File: src/rtl/rcfs_pkg.sv
package rcfs_pkg;

  // Field widths
  localparam int RAW_W    = 11;
  localparam int VAL_W    = 16;
  localparam int MS_W     = 16;
  localparam int ACT_W    = 2;
  localparam int IDX_W    = 3;
  localparam int MAX_BTNS = 4;

  // Divider geometry: |raw - raw_min| * 2000 fits in 22 bits
  localparam int NUM_W   = 22;
  localparam int QEXT_W  = 24;
  localparam int STEP_W  = 5;
  localparam int DIV_STEPS = NUM_W;

  // Scaling constants
  localparam int SCALE_SPAN   = 2000;
  localparam int SCALE_OFFSET = 1000;
  localparam int SAT_MAX      = 32767;
  localparam int SAT_MIN      = -32768;

  // Action codes
  localparam logic [ACT_W-1:0] ACT_FRAME = 2'd0;
  localparam logic [ACT_W-1:0] ACT_TICK  = 2'd1;
  localparam logic [ACT_W-1:0] ACT_EDGE  = 2'd2;

  // Register indexes (byte address = 4 * index)
  localparam int ADDR_W = 5;
  localparam logic [2:0] REG_ACTIVE    = 3'd0;
  localparam logic [2:0] REG_RAW_MIN   = 3'd1;
  localparam logic [2:0] REG_RAW_MAX   = 3'd2;
  localparam logic [2:0] REG_THRESHOLD = 3'd3;
  localparam logic [2:0] REG_TIMEOUT   = 3'd4;

  // Register reset values
  localparam logic             RST_ACTIVE    = 1'b1;
  localparam logic [RAW_W-1:0] RST_RAW_MIN   = 11'd172;
  localparam logic [RAW_W-1:0] RST_RAW_MAX   = 11'd1811;
  localparam logic [RAW_W-1:0] RST_THRESHOLD = 11'd1400;
  localparam logic [MS_W-1:0]  RST_TIMEOUT   = 16'd500;

  localparam int DEF_BUTTON_COUNT = 4;

endpackage

File: src/rtl/rcfs_in_if.sv
interface rcfs_in_if;
  logic                        valid;
  logic                        ready;
  logic [rcfs_pkg::ACT_W-1:0]  action;
  logic [rcfs_pkg::RAW_W-1:0]  throttle_raw;
  logic [rcfs_pkg::RAW_W-1:0]  steer_raw;
  logic [rcfs_pkg::RAW_W-1:0]  button_raw_0;
  logic [rcfs_pkg::RAW_W-1:0]  button_raw_1;
  logic [rcfs_pkg::RAW_W-1:0]  button_raw_2;
  logic [rcfs_pkg::RAW_W-1:0]  button_raw_3;
  logic                        frame_failsafe;
  logic                        frame_lost;
  logic [rcfs_pkg::IDX_W-1:0]  button_index;

  modport source (
    output valid, action, throttle_raw, steer_raw, button_raw_0, button_raw_1,
           button_raw_2, button_raw_3, frame_failsafe, frame_lost, button_index,
    input  ready
  );
  modport sink (
    input  valid, action, throttle_raw, steer_raw, button_raw_0, button_raw_1,
           button_raw_2, button_raw_3, frame_failsafe, frame_lost, button_index,
    output ready
  );
endinterface

File: src/rtl/rcfs_out_if.sv
interface rcfs_out_if;
  logic                                 valid;
  logic                                 ready;
  logic signed [rcfs_pkg::VAL_W-1:0]    throttle;
  logic signed [rcfs_pkg::VAL_W-1:0]    steer;
  logic                                 in_failsafe;
  logic [rcfs_pkg::MAX_BTNS-1:0]        button_states;
  logic [rcfs_pkg::MAX_BTNS-1:0]        button_edges;
  logic                                 edge_taken;

  modport source (
    output valid, throttle, steer, in_failsafe, button_states, button_edges, edge_taken,
    input  ready
  );
  modport sink (
    input  valid, throttle, steer, in_failsafe, button_states, button_edges, edge_taken,
    output ready
  );
endinterface

File: src/rtl/rc_link_failsafe_supervisor.sv
// RC link failsafe supervisor.
// items (sink): one transfer per action: frame, millisecond tick or button edge query.
// results (source): exactly one transfer per accepted item, showing the state after
//   the item: scaled throttle/steer, failsafe flag, button levels, pending edges and
//   the edge taken by a query.
// APB port: five registers at byte addresses 0,4,..,16; write only while idle.
// Sequence: a good frame while active runs two scalings through one restoring
//   divider, one quotient bit per cycle: for each channel a load state, 22 division
//   steps and a finish state, then one commit state. Any other item goes from
//   accept straight to the commit state.
// The block takes one item at a time; items.ready is high only in idle, so the next
//   item is taken only after the commit of the last one.
// The result sits in an output register; the next item is accepted and worked on
//   while it waits, but that item's commit holds until results takes the old one.
// Reset (rst, synchronous): registers to defaults, failsafe set, no frame seen,
//   counters, levels and edges cleared, no result pending.
module rc_link_failsafe_supervisor #(
  parameter int BUTTON_COUNT = rcfs_pkg::DEF_BUTTON_COUNT
) (
  input  logic                         clk,
  input  logic                         rst,
  rcfs_in_if.sink                      items,
  rcfs_out_if.source                   results,
  input  logic                         psel,
  input  logic                         penable,
  input  logic                         pwrite,
  input  logic [rcfs_pkg::ADDR_W-1:0]  paddr,
  input  logic [31:0]                  pwdata,
  output logic [31:0]                  prdata,
  output logic                         pready
);
  import rcfs_pkg::*;

  typedef enum logic [2:0] {
    S_IDLE, S_LOAD, S_DIV, S_FIN, S_COMMIT
  } state_t;

  // Configuration registers
  logic             receiver_active;
  logic [RAW_W-1:0] raw_min;
  logic [RAW_W-1:0] raw_max;
  logic [RAW_W-1:0] button_threshold;
  logic [MS_W-1:0]  timeout_ms;

  // Block state
  logic signed [VAL_W-1:0] throttle_value;
  logic signed [VAL_W-1:0] steer_value;
  logic                    failsafe_flag;
  logic                    ever_received;
  logic [MS_W-1:0]         elapsed_ms;
  logic [MAX_BTNS-1:0]     pressed_levels;
  logic [MAX_BTNS-1:0]     pending_edges;

  // Captured item
  logic [ACT_W-1:0] c_action;
  logic [RAW_W-1:0] c_throttle;
  logic [RAW_W-1:0] c_steer;
  logic [RAW_W-1:0] c_btn [MAX_BTNS];
  logic             c_bad;
  logic [IDX_W-1:0] c_index;

  // Sequencer and divider
  state_t              state;
  logic                chan;
  logic [STEP_W-1:0]   step;
  logic [RAW_W-1:0]    rem;
  logic [NUM_W-1:0]    dvd;
  logic [RAW_W-1:0]    den;
  logic                qneg;
  logic                span_zero;
  logic signed [VAL_W-1:0] t_res;
  logic signed [VAL_W-1:0] s_res;

  logic out_valid;
  logic out_free;

  // APB
  logic cfg_wr;
  assign pready = 1'b1;
  assign cfg_wr = psel && penable && pwrite;

  always_comb begin
    prdata = '0;
    case (paddr[4:2])
      REG_ACTIVE:    prdata = {31'd0, receiver_active};
      REG_RAW_MIN:   prdata = {21'd0, raw_min};
      REG_RAW_MAX:   prdata = {21'd0, raw_max};
      REG_THRESHOLD: prdata = {21'd0, button_threshold};
      REG_TIMEOUT:   prdata = {16'd0, timeout_ms};
      default:       prdata = '0;
    endcase
  end

  always_ff @(posedge clk) begin
    if (rst) begin
      receiver_active  <= RST_ACTIVE;
      raw_min          <= RST_RAW_MIN;
      raw_max          <= RST_RAW_MAX;
      button_threshold <= RST_THRESHOLD;
      timeout_ms       <= RST_TIMEOUT;
    end else if (cfg_wr) begin
      case (paddr[4:2])
        REG_ACTIVE:    receiver_active  <= pwdata[0];
        REG_RAW_MIN:   raw_min          <= pwdata[RAW_W-1:0];
        REG_RAW_MAX:   raw_max          <= pwdata[RAW_W-1:0];
        REG_THRESHOLD: button_threshold <= pwdata[RAW_W-1:0];
        REG_TIMEOUT:   timeout_ms       <= pwdata[MS_W-1:0];
        default: ;
      endcase
    end
  end

  // Buttons in use
  logic [MAX_BTNS-1:0] used_mask;
  always_comb begin
    for (int i = 0; i < MAX_BTNS; i++) begin
      used_mask[i] = (i < BUTTON_COUNT);
    end
  end

  // Divider operand setup for the selected channel
  logic [RAW_W-1:0]  ld_raw;
  logic [RAW_W:0]    ld_diff;
  logic [RAW_W:0]    ld_span;
  logic [RAW_W-1:0]  ld_dmag;
  logic [RAW_W-1:0]  ld_smag;
  logic [NUM_W-1:0]  ld_ext;
  logic [NUM_W-1:0]  ld_num;

  always_comb begin
    ld_raw  = chan ? c_steer : c_throttle;
    ld_diff = {1'b0, ld_raw} - {1'b0, raw_min};
    ld_span = {1'b0, raw_max} - {1'b0, raw_min};
    ld_dmag = ld_diff[RAW_W] ? RAW_W'(-ld_diff) : ld_diff[RAW_W-1:0];
    ld_smag = ld_span[RAW_W] ? RAW_W'(-ld_span) : ld_span[RAW_W-1:0];
    // x * 2000 = x * 2048 - x * 32 - x * 16
    ld_ext  = {{(NUM_W-RAW_W){1'b0}}, ld_dmag};
    ld_num  = (ld_ext << 11) - (ld_ext << 5) - (ld_ext << 4);
  end

  // One restoring division step
  logic [RAW_W:0]   dv_sh;
  logic [RAW_W:0]   dv_sub;
  logic             dv_ge;
  always_comb begin
    dv_sh  = {rem, dvd[NUM_W-1]};
    dv_ge  = (dv_sh >= {1'b0, den});
    dv_sub = dv_sh - {1'b0, den};
  end

  // Quotient to scaled, saturated value
  logic signed [QEXT_W-1:0] fin_q;
  logic signed [QEXT_W-1:0] fin_v;
  logic signed [VAL_W-1:0]  fin_res;
  always_comb begin
    fin_q = qneg ? -$signed({2'b00, dvd}) : $signed({2'b00, dvd});
    fin_v = fin_q - QEXT_W'(SCALE_OFFSET);
    if (span_zero) begin
      fin_res = '0;
    end else if (fin_v > QEXT_W'(SAT_MAX)) begin
      fin_res = VAL_W'(SAT_MAX);
    end else if (fin_v < QEXT_W'(SAT_MIN)) begin
      fin_res = VAL_W'(SAT_MIN);
    end else begin
      fin_res = fin_v[VAL_W-1:0];
    end
  end

  // State update of the captured item
  logic signed [VAL_W-1:0] tv_next;
  logic signed [VAL_W-1:0] sv_next;
  logic                    fs_next;
  logic                    ever_next;
  logic [MS_W-1:0]         ms_next;
  logic [MAX_BTNS-1:0]     lvl_next;
  logic [MAX_BTNS-1:0]     edg_next;
  logic                    taken_next;
  logic                    hi;

  always_comb begin
    tv_next    = throttle_value;
    sv_next    = steer_value;
    fs_next    = failsafe_flag;
    ever_next  = ever_received;
    ms_next    = elapsed_ms;
    lvl_next   = pressed_levels;
    edg_next   = pending_edges;
    taken_next = 1'b0;
    hi         = 1'b0;
    if (c_action == ACT_FRAME && receiver_active) begin
      if (c_bad) begin
        fs_next  = 1'b1;
        tv_next  = '0;
        sv_next  = '0;
        edg_next = '0;
      end else begin
        ms_next   = '0;
        ever_next = 1'b1;
        fs_next   = 1'b0;
        tv_next   = t_res;
        sv_next   = s_res;
        for (int i = 0; i < MAX_BTNS; i++) begin
          hi = (c_btn[i] > button_threshold);
          if (used_mask[i]) begin
            if (hi && !pressed_levels[i]) edg_next[i] = 1'b1;
            lvl_next[i] = hi;
          end
        end
      end
    end else if (c_action == ACT_TICK && receiver_active) begin
      if (elapsed_ms != {MS_W{1'b1}}) ms_next = elapsed_ms + 1'b1;
    end else if (c_action == ACT_EDGE) begin
      if (!c_index[IDX_W-1] && used_mask[c_index[1:0]]) begin
        taken_next = pending_edges[c_index[1:0]];
        edg_next[c_index[1:0]] = 1'b0;
      end
    end
    // Watchdog after frames and ticks
    if ((c_action == ACT_FRAME || c_action == ACT_TICK) && receiver_active) begin
      if (!ever_next || ms_next > timeout_ms) begin
        fs_next  = 1'b1;
        tv_next  = '0;
        sv_next  = '0;
        edg_next = '0;
      end
    end
  end

  assign items.ready = (state == S_IDLE);
  assign out_free    = !out_valid || results.ready;
  assign results.valid = out_valid;

  // Sequencer, state and result register
  always_ff @(posedge clk) begin
    if (rst) begin
      state          <= S_IDLE;
      chan           <= 1'b0;
      step           <= '0;
      out_valid      <= 1'b0;
      throttle_value <= '0;
      steer_value    <= '0;
      failsafe_flag  <= 1'b1;
      ever_received  <= 1'b0;
      elapsed_ms     <= '0;
      pressed_levels <= '0;
      pending_edges  <= '0;
    end else begin
      // Result register: loaded on commit, cleared once taken
      if (state == S_COMMIT && out_free) begin
        out_valid <= 1'b1;
      end else if (out_valid && results.ready) begin
        out_valid <= 1'b0;
      end
      case (state)
        S_IDLE: begin
          if (items.valid) begin
            c_action   <= items.action;
            c_throttle <= items.throttle_raw;
            c_steer    <= items.steer_raw;
            c_btn[0]   <= items.button_raw_0;
            c_btn[1]   <= items.button_raw_1;
            c_btn[2]   <= items.button_raw_2;
            c_btn[3]   <= items.button_raw_3;
            c_bad      <= items.frame_failsafe || items.frame_lost;
            c_index    <= items.button_index;
            chan       <= 1'b0;
            if (items.action == ACT_FRAME && receiver_active &&
                !items.frame_failsafe && !items.frame_lost) begin
              state <= S_LOAD;
            end else begin
              state <= S_COMMIT;
            end
          end
        end
        S_LOAD: begin
          rem       <= '0;
          dvd       <= ld_num;
          den       <= ld_smag;
          qneg      <= ld_diff[RAW_W] ^ ld_span[RAW_W];
          span_zero <= (ld_span == '0);
          step      <= '0;
          state     <= S_DIV;
        end
        S_DIV: begin
          rem  <= dv_ge ? dv_sub[RAW_W-1:0] : dv_sh[RAW_W-1:0];
          dvd  <= {dvd[NUM_W-2:0], dv_ge};
          step <= step + 1'b1;
          if (step == STEP_W'(DIV_STEPS - 1)) state <= S_FIN;
        end
        S_FIN: begin
          if (chan) begin
            s_res <= fin_res;
            state <= S_COMMIT;
          end else begin
            t_res <= fin_res;
            chan  <= 1'b1;
            state <= S_LOAD;
          end
        end
        S_COMMIT: begin
          if (out_free) begin
            throttle_value        <= tv_next;
            steer_value           <= sv_next;
            failsafe_flag         <= fs_next;
            ever_received         <= ever_next;
            elapsed_ms            <= ms_next;
            pressed_levels        <= lvl_next;
            pending_edges         <= edg_next;
            results.throttle      <= tv_next;
            results.steer         <= sv_next;
            results.in_failsafe   <= fs_next;
            results.button_states <= lvl_next;
            results.button_edges  <= edg_next;
            results.edge_taken    <= taken_next;
            state                 <= S_IDLE;
          end
        end
        default: state <= S_IDLE;
      endcase
    end
  end

endmodule

File: src/flat_wrapper.sv
// flat-port wrapper written by rule: the top's interface ports become plain ports
module rc_link_failsafe_supervisor_flat import rcfs_pkg::*;
#(
  parameter int BUTTON_COUNT = rcfs_pkg::DEF_BUTTON_COUNT
)
  (clk, rst, psel, penable, pwrite, paddr, pwdata, prdata, pready, items_valid, items_action, items_throttle_raw, items_steer_raw, items_button_raw_0, items_button_raw_1, items_button_raw_2, items_button_raw_3, items_frame_failsafe, items_frame_lost, items_button_index, items_ready, results_valid, results_throttle, results_steer, results_in_failsafe, results_button_states, results_button_edges, results_edge_taken, results_ready);
  rcfs_in_if items_i ();
  rcfs_out_if results_i ();
  input  logic clk;
  input  logic rst;
  input  logic psel;
  input  logic penable;
  input  logic pwrite;
  input  logic [rcfs_pkg::ADDR_W-1:0] paddr;
  input  logic [31:0] pwdata;
  output logic [31:0] prdata;
  output logic pready;
  input wire logic [$bits(items_i.valid)-1:0] items_valid;
  input wire logic [$bits(items_i.action)-1:0] items_action;
  input wire logic [$bits(items_i.throttle_raw)-1:0] items_throttle_raw;
  input wire logic [$bits(items_i.steer_raw)-1:0] items_steer_raw;
  input wire logic [$bits(items_i.button_raw_0)-1:0] items_button_raw_0;
  input wire logic [$bits(items_i.button_raw_1)-1:0] items_button_raw_1;
  input wire logic [$bits(items_i.button_raw_2)-1:0] items_button_raw_2;
  input wire logic [$bits(items_i.button_raw_3)-1:0] items_button_raw_3;
  input wire logic [$bits(items_i.frame_failsafe)-1:0] items_frame_failsafe;
  input wire logic [$bits(items_i.frame_lost)-1:0] items_frame_lost;
  input wire logic [$bits(items_i.button_index)-1:0] items_button_index;
  output wire logic [$bits(items_i.ready)-1:0] items_ready;
  output wire logic [$bits(results_i.valid)-1:0] results_valid;
  output wire logic [$bits(results_i.throttle)-1:0] results_throttle;
  output wire logic [$bits(results_i.steer)-1:0] results_steer;
  output wire logic [$bits(results_i.in_failsafe)-1:0] results_in_failsafe;
  output wire logic [$bits(results_i.button_states)-1:0] results_button_states;
  output wire logic [$bits(results_i.button_edges)-1:0] results_button_edges;
  output wire logic [$bits(results_i.edge_taken)-1:0] results_edge_taken;
  input wire logic [$bits(results_i.ready)-1:0] results_ready;
  assign items_i.valid = items_valid;
  assign items_i.action = items_action;
  assign items_i.throttle_raw = items_throttle_raw;
  assign items_i.steer_raw = items_steer_raw;
  assign items_i.button_raw_0 = items_button_raw_0;
  assign items_i.button_raw_1 = items_button_raw_1;
  assign items_i.button_raw_2 = items_button_raw_2;
  assign items_i.button_raw_3 = items_button_raw_3;
  assign items_i.frame_failsafe = items_frame_failsafe;
  assign items_i.frame_lost = items_frame_lost;
  assign items_i.button_index = items_button_index;
  assign items_ready = items_i.ready;
  assign results_valid = results_i.valid;
  assign results_throttle = results_i.throttle;
  assign results_steer = results_i.steer;
  assign results_in_failsafe = results_i.in_failsafe;
  assign results_button_states = results_i.button_states;
  assign results_button_edges = results_i.button_edges;
  assign results_edge_taken = results_i.edge_taken;
  assign results_i.ready = results_ready;
  rc_link_failsafe_supervisor #(.BUTTON_COUNT(BUTTON_COUNT)) u_core (.clk(clk), .rst(rst), .items(items_i), .results(results_i), .psel(psel), .penable(penable), .pwrite(pwrite), .paddr(paddr), .pwdata(pwdata), .prdata(prdata), .pready(pready));
endmodule
File: config.mk
export PLATFORM = sky130hd
export DESIGN_NAME = rc_link_failsafe_supervisor_flat
export DESIGN_NICKNAME = d
export VERILOG_FILES = /design/src/rtl/rcfs_pkg.sv /design/src/rtl/rcfs_in_if.sv /design/src/rtl/rcfs_out_if.sv /design/src/rtl/rc_link_failsafe_supervisor.sv /design/src/flat_wrapper.sv
export SDC_FILE = /design/constraint.sdc
export NUM_CORES = 1
export LEC_CHECK = 0
export ABC_AREA = 1
export ABC_CLOCK_PERIOD_IN_PS = 14100
export BUFFER_PORTS_ARGS = -buffer_cell sky130_fd_sc_hd__buf_2
export CORE_MARGIN = 2
export CORE_UTILIZATION = 59
export CTS_CLUSTER_DIAMETER = 60
export DETAILED_ROUTE_END_ITERATION = 7
export GPL_TIMING_DRIVEN = 0
export PLACE_DENSITY = 0.81
export SLEW_MARGIN = 20
export SYNTH_ARGS = -nofsm -noshare
export SYNTH_HDL_FRONTEND = slang
export SYNTH_SLANG_ARGS = --single-unit
File: constraint.sdc
create_clock -name clk -period 14.1 [get_ports clk]
set_input_delay 1.41 -clock clk [delete_from_list [all_inputs] [get_ports clk]]
set_output_delay 1.41 -clock clk [all_outputs]
set_load 0.1 [all_outputs]
==> impl_metrics.yaml, run 1 <==
cts:
  cts_max_path_buffers: 3
  cts_tree: "yes"
  h-tree-depth: 2
  ctsResizeCount: 0
  cts_setup_buffers: 0
  clockRootBuffer: "clkbuf_16"
  numCtsBuffers: 36
  cts_sinks: 310
  insertion_delay_ns: 0.54
  clkTransAtPathRegs_ns: 0.06
  ctsHoldBuffers: 0
yosys:
  synth_ff_type: "edfxtp_1"
  synth_common_cells: "nand2_1 (390), inv_1 (270), edfxtp_1 (192)"
  synth_most_common_cell: "nand2_1"
  yosys.area.top_type: "edfxtp_1"
  netlist_instances: 2091
  synth.cell_area_mm2: 0.0180
  ys_ff_latch: 310
  async_flop_share: 0
  ys_seq_area_frac: 0.453
  avgSynthCellArea_um2: 8.59
  synth_edf_count: 192
  yosys.area.top_type_share: 0.321
  ys_types: 56
  yosys_warnings: 0
  synth_area_leaders: "edfxtp_1 (32%), dfxtp_1 (13%), ha_1 (8.9%)"
power_and_ir_drop:
  power_density_mw_per_mm2: 122
  p_total_mw: 2.52
  power_leakage_nw: 9.26
  ir_drop_mv: 0.0958
setup_path:
  crit_path_frequent_cell: "nand2_1"
  timing.rr.end: "u_core.dvd[21]"
  end_kind: "flop"
  cp.required_ns: 14.36
  arrival_ns: 6.10
  crit_path_max_fanout: 10
  worst_setup_path_start_kind: "flop"
  path_class: "reg -> reg"
  cpMaxStageDelayCell: "fa_1"
  r2r-start: "u_core.chan"
  worstRegToRegCells: 26
  slowest_delay_ns: 0.54
  r2r_slack_ns: 8.26
floorplanning:
  die_x_um: 178
  fp-row-count: 63
  dieArea_mm2: 0.0318
  start_util: 0.603
  io_pins: 194
  die-height_um: 178
  core_mm2: 0.0298
sta:
  final.min_clock_period_ns: 5.84
  finalMaxSlewViolations: 0
  fin_tns_setup_ns: 0
  fmax_ghz: 0.171
  fin_crit_sh: 0.414
  hold_viol: 0
  maxSlewHeadroom: 0.430
  rsz0062_at_grt: "no"
  tightest_slew_ns: 0.855
  setup_viol: 0
  clock_skew_ns: 0.0364
routing:
  first_pass_iters: 8
  totalWireLength_mm: 46.3
  vias_per_cell: 5.66
  drc: 0
  vias: 15400
  drtIter0Drc: 1668
  ant_nets: 0
  wl_per_cell_um: 17.0
finish:
  largest_register_ffs: 44
  drive_above_1_share: 0.149
  reg.largest.list: "u_core.c_btn: 44 flops, u_core.dvd: 22 flops"
  fin_nets: 2557
  final_core_utilization: 0.693
  diodes: 0
  areaGrowthSynthToFinish_pct: 15.0
  largest_register: "u_core.c_btn"
  n_fill_cell: 2309
hold_path:
  min_path_cells: 2
  min_to: "u_core.timeout_ms[15]"
  min_path_type: "reg -> reg"
  hold_start: "u_core.timeout_ms[15]"
placement:
  port_buffers: 157
  gp_congestion: 0.996
  hpwl_mm: 35.2
grt:
  grt_overflow_total: 0
  grtUsageTotal: 0.294
  grt_max_degree: 33
  grt_pass1_wl_mm: 74.3
  grt_pass1_vias: 15000
  grt_antenna_before_repair: 0
outcome:
  status: "complete, no violations"
flow_run:
  drv_cap: 0
cell families after synthesis:
group / share of synthesized area
buffers and inverters: 0.0834
adder cells (fa/ha/maj): 0.0963
multiplexers: 0.00293
flip-flops: 0.453
AO/OA/AOI/OAI: 0.148
other: 0.000418
AND/OR/NAND/NOR: 0.187
XOR/XNOR: 0.0293
placed cells by master, fill, tap and decap left out, drive strengths merged, types with 5 or more instances in the layout:
| master | Yosys | routed |
|---|---|---|
| or2 | 5 | 5 |
| ha | 127 | 127 |
| o21ai | 174 | 174 |
| a211oi | 6 | 6 |
| xnor2 | 18 | 18 |
| dfxtp | 118 | 118 |
| nor2 | 156 | 156 |
| nand3 | 101 | 101 |
| nand2 | 429 | 429 |
| xor2 | 42 | 42 |
| conb | 2 | 17 |
| buf | 28 | 190 |
| o22ai | 17 | 17 |
| a21oi | 178 | 178 |
| clkinv | 6 | 15 |
| inv | 282 | 287 |
| a221o | 11 | 11 |
| a22o | 32 | 32 |
| nand4 | 27 | 27 |
| o211ai | 14 | 14 |
| nor3 | 25 | 25 |
| clkbuf | 54 | 102 |
| edfxtp | 192 | 192 |
| fa | 7 | 7 |
power by group:
part           total (mW)  switching, mW  internal (mW)
sequential           1.04         0.0220           1.02
combinational       0.523          0.357          0.166
clock               0.956          0.385          0.570
cell type report:
type | count | area, um2 | share of cell area
clock inverters | 18 | 244 | 0.0118
clock buffers | 48 | 976 | 0.0473
repair buffers | 162 | 888 | 0.0430
well taps | 390 | 488 | 0.0236
plain buffers | 82 | 413 | 0.0200
inverters | 288 | 1080 | 0.0525
multi-input cells | 1426 | 8430 | 0.408
flip-flops and latches | 310 | 8130 | 0.394
critical path, delay by kind of cell (launching register included):
kind            cells  cell delay [ns]
simple gates       12             1.25
fa+ha+maj           3             1.24
compound gates      5             1.03
xor+xnor            2             0.79
buf+inv             4             0.75
flops               1             0.49
how the worst max path moves through the flow:
| stage | from | to | cells after the start |
|---|---|---|---|
| 5_1_grt | u_core.chan | u_core.dvd[21] | 28 |
| 2_1_floorplan | paddr[3] | prdata[11] | 4 |
| 6_report | u_core.chan | u_core.dvd[21] | 26 |
| 3_5_place_dp | u_core.chan | u_core.dvd[21] | 27 |
| 3_3_place_gp | u_core.chan | u_core.dvd[19] | 27 |
| 4_1_cts | u_core.chan | u_core.dvd[21] | 27 |
per-layer routing:
metal,global-route usage,up-vias,wire (um)
li1,-,7494,-
met1,0.373,7191,19100
met2,0.507,609,22100
met3,0.0526,124,3580
met4,0.0976,0,1500
met5,0,-,0
per-stage QoR:
stage	area [um2]	std cells	hold WS (ns)	setup slack, ns
5_1_grt	20600	2724	0.507	7.81
3_3_place_gp	19300	2653	0.446	8.50
3_5_place_dp	19400	2658	0.467	8.38
4_1_cts	20600	2724	0.487	8.34
2_1_floorplan	18000	2106	0.433	9.46
6_report	20600	2724	0.486	8.26
Note: power is estimated with default switching activity, not from simulation.
==> run 2, diff against run 1 <==
- ABC_CLOCK_PERIOD_IN_PS: 14100 -> 6010
- clock period: 14.1 -> 6.01 ns (I/O delays scaled with it)
==> run 2 against run 1 <==
Worst setup slack worse by 7.8 ns. Via count up 0.36%. Combinational power up 140%. First-iteration DRC count down 5.8%. Sequential cell count unchanged. Design area about the same.
==> impl_metrics.yaml, run 2 (synthesized netlist as in run 1, its figures left out) <==
grt:
  grt_pass1_vias: 15000
  grt_max_degree: 33
  grt_overflow_total: 0
  grt_pass1_wl_mm: 74.3
  grtUsageTotal: 0.294
  grt_antenna_before_repair: 0
cts:
  cts_setup_buffers: 0
  clockRootBuffer: "clkbuf_16"
  ctsResizeCount: 0
  cts_sinks: 310
  cts_tree: "yes"
  ctsHoldBuffers: 0
  insertion_delay_ns: 0.54
  clkTransAtPathRegs_ns: 0.06
  numCtsBuffers: 36
  h-tree-depth: 2
  cts_max_path_buffers: 3
sta:
  fin_tns_setup_ns: 0
  tightest_slew_ns: 0.866
  fin_ws_ns: 0.491
  clock_skew_ns: 0.0362
  final.min_clock_period_ns: 5.52
  setup_viol: 0
  maxSlewHeadroom: 0.422
  finalMaxSlewViolations: 0
  hold_viol: 0
  fmax_ghz: 0.181
  rsz0062_at_grt: "no"
  fin_crit_sh: 0.918
floorplanning:
  io_pins: 194
  fp-row-count: 63
  die_x_um: 178
  dieArea_mm2: 0.0318
  start_util: 0.603
  core_mm2: 0.0298
  die-height_um: 178
setup_path:
  worstRegToRegCells: 27
  startpoint: "u_core.chan"
  crit_path_max_fanout: 13
  end_kind: "flop"
  r2r-start: "u_core.chan"
  cpMaxStageDelayCell: "inv_1"
  cp.required_ns: 6.27
  path_class: "reg -> reg"
  worst_setup_path_start_kind: "flop"
  timing.rr.end: "u_core.dvd[21]"
  arrival_ns: 5.78
  r2r_slack_ns: 0.49
  crit_path_frequent_cell: "nand2_1"
  slowest_delay_ns: 0.41
  cp-endpoint: "u_core.dvd[21]"
finish:
  largest_register: "u_core.c_btn"
  final_area_mm2: 0.0207
  reg.largest.list: "u_core.c_btn: 44 flops, u_core.dvd: 22 flops"
  final_cell_mix: "nand2_1 (390), inv_1 (270), edfxtp_1 (192), o21ai_0 (169), a21oi_1 (166)"
  diodes: 0
  n_fill_cell: 2303
  drive_above_1_share: 0.150
  final_core_utilization: 0.693
  largest_register_ffs: 44
  final_common_cell: "nand2_1"
  fin_nets: 2556
  areaGrowthSynthToFinish_pct: 15.1
flow_run:
  drv_cap: 0
placement:
  dp_slack_ns: 0.293
  port_buffers: 157
  gp_congestion: 0.996
  postPlaceCellArea_mm2: 0.0194
  hpwl_mm: 35.2
power_and_ir_drop:
  p_total_mw: 5.92
  power_density_mw_per_mm2: 286
  ir_drop_mv: 0.224
  power_leakage_nw: 9.26
outcome:
  status: "complete, no violations"
routing:
  vias_per_cell: 5.68
  first_pass_iters: 8
  ant_nets: 0
  drc: 0
  drtIter0Drc: 1572
  vias: 15500
  wl_per_cell_um: 17.0
  totalWireLength_mm: 46.2
hold_path:
  hold_start: "items_button_raw_1[10]"
  min_path_type: "in -> reg"
[run 2: area by class of cell]
class	instances	area [um2]	area share
multi-input cells	1426	8440	0.409
plain buffers	81	409	0.0198
clock buffers	48	976	0.0472
flip-flops and latches	310	8130	0.393
well taps	390	488	0.0236
inverters	288	1080	0.0524
repair buffers	162	888	0.0430
clock inverters	18	244	0.0118
[run 2: how the worst min path moves through the flow]
stage / endpoint / depth (start not counted)
6_report: u_core.c_btn[1][10] / 1
5_1_grt: u_core.c_btn[0][9] / 1
4_1_cts: u_core.c_btn[1][3] / 1
3_5_place_dp: u_core.failsafe_flag / 2
3_3_place_gp: u_core.ever_received / 2
2_1_floorplan: u_core.ever_received / 2
[run 2: layer usage]
layer / up-vias / GRT usage / wire [um]
met5: - / 0 / 0
met2: 658 / 0.507 / 22100
met1: 7194 / 0.373 / 18800
met4: 0 / 0.0976 / 1530
li1: 7494 / - / -
met3: 127 / 0.0526 / 3740
[run 2: per-stage QoR]
stage,hold WS (ns),cells
final,0.248,2723
after global routing,0.235,2723
after CTS,0.235,2724
after detailed placement,0.467,2658
after global placement,0.446,2653
after floorplan,0.433,2106
[run 2: power by group]
part	internal (mW)	switching [mW]
clock network	1.34	0.903
registers	2.39	0.0512
logic	0.391	0.839
total	4.12	1.79
[run 2: critical path: cells and delay by family, from the launching register on]
kind | cells | cell delay [ns]
AO/OA/AOI/OAI | 7 | 1.45
XOR/XNOR | 1 | 0.31
adder cells (fa/ha/maj) | 3 | 0.95
buffers and inverters | 5 | 0.97
flip-flops | 1 | 0.37
AND/OR/NAND/NOR | 11 | 1.17
